**src/hdl/lpbd_pkg.sv**
```systemverilog
package lpbd_pkg;

  // Largest number of bytes a batch may hold before it is rejected as too long.
  localparam logic [15:0] MAX_BATCH_BYTES = 16'd65535;

  typedef enum logic [2:0] {
    PH_LEN_LO = 3'b001,
    PH_LEN_HI = 3'b010,
    PH_BODY   = 3'b100
  } phase_t;

  typedef enum logic [2:0] {
    ERR_NONE    = 3'd0,
    ERR_ZERO    = 3'd1,
    ERR_OVERRUN = 3'd2,
    ERR_DANGLE  = 3'd3,
    ERR_TOOLONG = 3'd4
  } err_t;

  typedef struct packed {
    phase_t      phase;
    logic [7:0]  length_low;
    logic [15:0] current_length;
    logic [15:0] remaining;
    logic [15:0] byte_count;
    err_t        first_error;
  } state_t;

  typedef struct packed {
    logic [7:0]  payload_byte;
    logic        payload_valid;
    logic        entry_first;
    logic        entry_final;
    logic [15:0] entry_length;
    logic        batch_done;
    logic        batch_ok;
    err_t        error_code;
  } result_t;

  localparam state_t STATE_RESET = '{
    phase:          PH_LEN_LO,
    length_low:     8'd0,
    current_length: 16'd0,
    remaining:      16'd0,
    byte_count:     16'd0,
    first_error:    ERR_NONE
  };

endpackage

```
**src/hdl/lpbd_step.sv**
```systemverilog
module lpbd_step (
  input  lpbd_pkg::state_t  cur,
  input  logic [7:0]        data_byte,
  input  logic              last_byte,
  output lpbd_pkg::state_t  nxt,
  output lpbd_pkg::result_t res
);

  logic [15:0] len;
  logic [15:0] rem_dec;

  assign len     = {data_byte, cur.length_low};
  assign rem_dec = (cur.remaining != 16'd0) ? (cur.remaining - 16'd1) : 16'd0;

  always_comb begin
    lpbd_pkg::state_t  st;
    lpbd_pkg::result_t r;
    st = cur;
    r  = '{
      payload_byte:  8'd0,
      payload_valid: 1'b0,
      entry_first:   1'b0,
      entry_final:   1'b0,
      entry_length:  16'd0,
      batch_done:    1'b0,
      batch_ok:      1'b0,
      error_code:    lpbd_pkg::ERR_NONE
    };

    // Once an error is latched every byte up to the final one is swallowed.
    if (cur.first_error == lpbd_pkg::ERR_NONE) begin
      if (cur.byte_count >= lpbd_pkg::MAX_BATCH_BYTES) begin
        st.first_error = lpbd_pkg::ERR_TOOLONG;
      end else begin
        st.byte_count = cur.byte_count + 16'd1;
        case (cur.phase)
          lpbd_pkg::PH_LEN_HI: begin
            if (len == 16'd0) begin
              st.first_error = lpbd_pkg::ERR_ZERO;
            end else begin
              st.current_length = len;
              st.remaining      = len;
              st.phase          = lpbd_pkg::PH_BODY;
              if (last_byte) begin
                st.first_error = lpbd_pkg::ERR_OVERRUN;
              end
            end
          end
          lpbd_pkg::PH_BODY: begin
            r.payload_byte  = data_byte;
            r.payload_valid = 1'b1;
            r.entry_first   = (cur.remaining == cur.current_length);
            r.entry_final   = (cur.remaining <= 16'd1);
            r.entry_length  = cur.current_length;
            st.remaining    = rem_dec;
            if (rem_dec == 16'd0) begin
              st.phase = lpbd_pkg::PH_LEN_LO;
            end else if (last_byte) begin
              st.first_error = lpbd_pkg::ERR_OVERRUN;
            end
          end
          default: begin
            st.length_low = data_byte;
            st.phase      = lpbd_pkg::PH_LEN_HI;
            if (last_byte) begin
              st.first_error = lpbd_pkg::ERR_DANGLE;
            end
          end
        endcase
      end
    end

    if (last_byte) begin
      r.batch_done = 1'b1;
      r.error_code = st.first_error;
      r.batch_ok   = (st.first_error == lpbd_pkg::ERR_NONE);
      st           = lpbd_pkg::STATE_RESET;
    end

    nxt = st;
    res = r;
  end

endmodule

```
**src/hdl/length_prefixed_batch_deframer.sv**
```systemverilog
// Length-prefixed batch deframer.
// The input channel (in_valid/in_ready) carries one batch byte per transfer,
// with last_byte set on the final byte of the batch. The batch is a chain of
// entries, each a 16-bit little-endian length followed by that many bytes.
// The output channel (out_valid/out_ready) carries exactly one result per
// input byte: a payload byte with entry marks and length, or an empty result
// for length bytes, and on the final byte the batch verdict and error code.
// The result for a byte is loaded into the result register at the edge that
// accepts it. Throughput is one byte per cycle unless the receiver stalls,
// set by the single result register; the framing logic between state and result
// is one step. When the receiver stalls, the result register holds and in_ready
// drops until the result is taken; in_ready is high again in the cycle it goes.
// Reset clears the framing state and empties the result register; in_ready
// is low while rst is high. All framing state also returns to its reset
// value after each final byte, whatever the verdict.
module length_prefixed_batch_deframer (
  input  logic        clk,
  input  logic        rst,
  input  logic        in_valid,
  output logic        in_ready,
  input  logic [7:0]  data_byte,
  input  logic        last_byte,
  output logic        out_valid,
  input  logic        out_ready,
  output logic [7:0]  payload_byte,
  output logic        payload_valid,
  output logic        entry_first,
  output logic        entry_final,
  output logic [15:0] entry_length,
  output logic        batch_done,
  output logic        batch_ok,
  output logic [2:0]  error_code
);

  lpbd_pkg::state_t  st;
  lpbd_pkg::state_t  st_next;
  lpbd_pkg::result_t res;
  lpbd_pkg::result_t res_next;
  logic              accept;

  assign in_ready = !rst && (!out_valid || out_ready);
  assign accept   = in_valid && in_ready;

  lpbd_step u_step (
    .cur       (st),
    .data_byte (data_byte),
    .last_byte (last_byte),
    .nxt       (st_next),
    .res       (res_next)
  );

  always_ff @(posedge clk) begin
    if (rst) begin
      st        <= lpbd_pkg::STATE_RESET;
      out_valid <= 1'b0;
    end else begin
      if (accept) begin
        st        <= st_next;
        out_valid <= 1'b1;
      end else if (out_ready) begin
        out_valid <= 1'b0;
      end
    end
  end

  always_ff @(posedge clk) begin
    if (accept) begin
      res <= res_next;
    end
  end

  assign payload_byte  = res.payload_byte;
  assign payload_valid = res.payload_valid;
  assign entry_first   = res.entry_first;
  assign entry_final   = res.entry_final;
  assign entry_length  = res.entry_length;
  assign batch_done    = res.batch_done;
  assign batch_ok      = res.batch_ok;
  assign error_code    = res.error_code;

  // A verdict of success never carries an error code.
  a_ok_clean: assert property (@(posedge clk) disable iff (rst)
    out_valid && batch_ok |-> batch_done && (error_code == lpbd_pkg::ERR_NONE))
    else $error("batch_ok given without a clean verdict");

  // Error codes appear only with the verdict.
  a_code_done: assert property (@(posedge clk) disable iff (rst)
    out_valid && !batch_done |-> (error_code == lpbd_pkg::ERR_NONE) && !batch_ok)
    else $error("error code outside the verdict");

  // A payload byte always belongs to an entry of non-zero length.
  a_len_nonzero: assert property (@(posedge clk) disable iff (rst)
    out_valid && payload_valid |-> (entry_length != 16'd0))
    else $error("payload byte with zero entry length");

  // After the final byte every piece of framing state is back at reset.
  a_end_reset: assert property (@(posedge clk) disable iff (rst)
    accept && last_byte |=> (st == lpbd_pkg::STATE_RESET))
    else $error("framing state not cleared after final byte");

  // Once an error is latched, no payload leaves until the batch ends.
  a_err_quiet: assert property (@(posedge clk) disable iff (rst)
    accept && (st.first_error != lpbd_pkg::ERR_NONE) |=> !payload_valid)
    else $error("payload emitted after a latched error");

endmodule

```
**config.mk**
```make
export PLATFORM = sky130hd
export DESIGN_NAME = length_prefixed_batch_deframer
export DESIGN_NICKNAME = d
export VERILOG_FILES = /design/src/hdl/lpbd_pkg.sv /design/src/hdl/lpbd_step.sv /design/src/hdl/length_prefixed_batch_deframer.sv
export SDC_FILE = /design/constraint.sdc
export NUM_CORES = 1
export LEC_CHECK = 0
export BUFFER_PORTS_ARGS = -buffer_cell sky130_fd_sc_hd__clkbuf_2
export CORE_UTILIZATION = 50
export DETAILED_ROUTE_END_ITERATION = 10
export HOLD_SLACK_MARGIN = 0.15
export PLACE_DENSITY = 0.73
export SYNTH_ARGS = -nofsm -noshare
export SYNTH_HDL_FRONTEND = slang
export SYNTH_HIERARCHICAL = 1
export SYNTH_SLANG_ARGS = --single-unit
```
**constraint.sdc**
```tcl
create_clock -name clk -period 6.5 [get_ports clk]
set_input_delay 0.65 -clock clk [delete_from_list [all_inputs] [get_ports clk]]
set_output_delay 0.65 -clock clk [all_outputs]
set_load 0.05 [all_outputs]
```
==> results.py <==
metrics = {
    "drt": {
        "drt-total-wl_mm": 15.3,
        "wl_per_cell_um": 17.7,
        "firstDrtPassIters": 5,
        "drt_first_iter_violations": 457,
        "vias": 5109,
        "drc_errors": 0,
        "postRouteAntennaNets": 0,
        "viasPerCell": 5.92,
    },
    "cells_and_area": {
        "final_nets": 727,
        "area_growth_pct": 6.30,
        "drive_above_1_share_pct": 10.9,
        "stdcell_count": 863,
        "n_antenna_cell": 0,
    },
    "global_route": {
        "grt_pass1_wl_mm": 24.7,
        "antenna_found_initial": 0,
        "grt_use_total_pct": 24.7,
        "first_global_vias": 4815,
        "grt_max_degree": 127,
        "overflow": 0,
    },
    "power_and_ir_drop": {
        "p_int_mw": 0.931,
        "p_leak_nw": 2.50,
        "power_mw": 1.27,
        "ir_drop_uv": 107,
        "powerDensity_mw_per_mm2": 195,
        "power.share.switching_pct": 26.7,
        "p_switching_mw": 0.339,
        "p_seq_share_pct": 49.8,
        "pwr-share-clk_pct": 40.7,
        "combPwrFrac_pct": 9.5,
    },
    "yosys": {
        "synth_flop_cell": "dfxtp_1",
        "avgSynthCellArea_um2": 8.70,
        "synth-edff-count": 32,
        "async_reset_ff_share_pct": 0,
        "synth_area_leaders": "dfxtp_1 (21%), edfxtp_1 (16%), nand2b_1 (13%)",
        "synth_nets": 721,
        "yosys.area.top_type": "dfxtp_1",
        "yosys_warnings": 6,
        "yosysSeqAreaShare_pct": 36.2,
        "synth_top_area_share_pct": 20.6,
        "yosysMostFrequentCell": "nand2b_1",
        "syn_area_mm2": 0.00613,
        "synthTopCellsByCount": "nand2b_1 (123), mux2i_1 (72), dfxtp_1 (63), nand2_1 (63), nor2_1 (50)",
        "netlist_instances": 705,
        "ys_seq_elements": 95,
        "synth_cell_types": 51,
    },
    "floorplan": {
        "die_x_um": 113,
        "die_y_um": 113,
        "fp.coreArea_mm2": 0.0120,
        "num_io_pins": 47,
        "dieArea_mm2": 0.0127,
        "row_count": 40,
        "start_util_pct": 51.3,
    },
    "cts": {
        "cts_buffers": 9,
        "cts_setup_buffers": 0,
        "cts-root-buf": "clkbuf_16",
        "clkTransAtPathRegs_ns": 0.07,
        "cts_tree": "yes",
        "cts_buffer_depth": 2,
        "ctsResizeCount": 0,
        "cts-htree-levels": 3,
        "clkLatencyLatePin_ns": 0.36,
        "hold_buffers": 0,
        "clock-sinks": 95,
    },
    "placement": {
        "place_inst": 847,
        "portBuffers": 46,
        "dp.final_hpwl_mm": 10.4,
        "gp_congestion": 0.906,
    },
    "critical_path": {
        "crit_required_ns": 6.78,
        "worstSetupPathType": "reg2reg",
        "slowest_stage": "a21oi_1",
        "endpoint_kind": "flop",
        "cp-start-kind": "flop",
        "slowest_delay_ns": 0.77,
        "cp_common_cell": "a21oi_1",
        "worstPathArrival_ns": 3.25,
        "worstPathMaxFanout": 16,
        "crit_chain": "inv_1 > ha_1 > and4_1 > a21oi_1 > o21ai_0 > a21oi_1 > a21o_1 > nand2b_1 > mux2i_1",
    },
    "sta": {
        "setup_viol": 0,
        "fin_crit_sh_pct": 45.7,
        "worst_slew_margin_rel_pct": 21.3,
        "final_hold_viol_count": 0,
        "finalMaxSlewViolations": 0,
        "worstMarginPinSlew_ns": 1.18,
        "fin_setup_tns_ns": 0,
        "layout_min_cycle_time_ns": 2.97,
        "rsz0062_at_grt": "no",
        "clock_skew_ns": 0.00951,
        "max_freq_mhz": 337,
    },
    "status": {
        "status": "completed",
    },
    "min_path": {
        "hold_path_class": "reg2reg",
    },
    "run": {
        "maxCapViolCount": 0,
    },
}
## layer usage
metal | routed length, µm | part of all wire (%) | track usage (%)
met1 | 6970 | 46 | 32.0
met3 | 811 | 5.3 | 4.34
met5 | 0 | 0 | 0
met4 | 418 | 2.7 | 11.0
met2 | 7050 | 46 | 40.5
## per-stage QoR
stage	setup slack (ns)	instance area, µm²	util (%)	hold slack [ns]
after floorplan	3.47	6130	-	0.445
after global placement	3.52	6240	52.1	0.497
after detailed placement	3.51	6240	52.1	0.505
after CTS	3.63	6520	54.5	0.516
after global routing	3.31	6520	54.5	0.523
final	3.53	6520	54.5	0.515
## cells in the final DEF, fill, tap and decap left out, types with 2 or more instances in the layout
cell	instances
a22oi_1	6
and4_1	5
inv_1	10
nor2b_1	6
o21a_1	3
inv_8	2
xnor2_1	8
edfxtp_1	32
nand2_1	63
xor2_1	25
buf_4	7
nand3_1	11
nand3b_1	2
o2111ai_1	2
nor2_1	50
nor3_1	11
or4_1	2
nand2b_1	123
nor4_2	2
o21ai_1	6
clkbuf_16	9
clkbuf_2	46
a32o_1	2
ha_1	3
nor4_1	17
a31oi_1	6
clkinvlp_4	2
nor2b_4	2
a21oi_1	36
o21ai_0	12
or3_1	3
a32oi_1	2
nand4_1	10
mux2i_1	72
and3_1	28
dfxtp_1	63
a21o_1	3
and2_1	3
o22ai_1	3
or2_2	3
## registers in the layout, indices dropped and copies added, names as in the netlist
register and cells:
out_valid 1, batch_done 1, payload_byte 8, entry_first 1
payload_valid 1, entry_final 1, batch_ok 1, entry_length 16
error_code 3, st 62
## power by group through the flow
| stage | Combinational [mW] | Clock [mW] | Sequential (mW) |
|---|---|---|---|
| after detailed placement | 0.120 | 0 | 0.646 |
| final | 0.121 | 0.518 | 0.632 |
| after floorplan | 0.0806 | 0 | 0.667 |
| after global placement | 0.119 | 0 | 0.645 |
| after CTS | 0.121 | 0.521 | 0.632 |
| after global routing | 0.128 | 0.549 | 0.634 |
## critical path: cells and delay by family, from the launching register on
family	cells	cell delay, ns
AOI/OAI and AO/OA	4	1.36
adders and majority gates	1	0.44
buffers and inverters	1	0.11
DFF	1	0.52
muxes	1	0.12
and+or+nand+nor	2	0.34
## final timing paths
| path | startpoint | endpoint | slack, ns | cells past startpoint |
|---|---|---|---|---|
| worst max-delay path | st[19]$_SDFFE_PP0P_ | st[26]$_SDFFE_PP0P_ | 3.53 | 9 |
| worst min-delay path | st[7]$_SDFFE_PP0P_ | st[7]$_SDFFE_PP0P_ | 0.52 | 2 |
| worst max register to register | st[19]$_SDFFE_PP0P_ | st[26]$_SDFFE_PP0P_ | 3.53 | 9 |
| worst min register to register | st[7]$_SDFFE_PP0P_ | st[7]$_SDFFE_PP0P_ | 0.52 | 2 |
## cell type report
class	count	area (µm²)
flip-flops and latches	95	2220
multi-input cells	542	3510
repair buffers	53	283
clock buffers	10	229
inverters	10	37.5
well taps	147	184
clock inverters	6	55.1
fillers	1106	5440
## cell families after synthesis
| logic type | share of synthesized area (%) |
|---|---|
| muxes | 11.8 |
| adders and majority gates | 0.612 |
| buffers and inverters | 6.61 |
| and+or+nand+nor | 31.3 |
| xor gates and xnor gates | 4.71 |
| DFF | 36.2 |
| AOI/OAI and AO/OA | 8.83 |
Power figures use the tool's default switching activity.
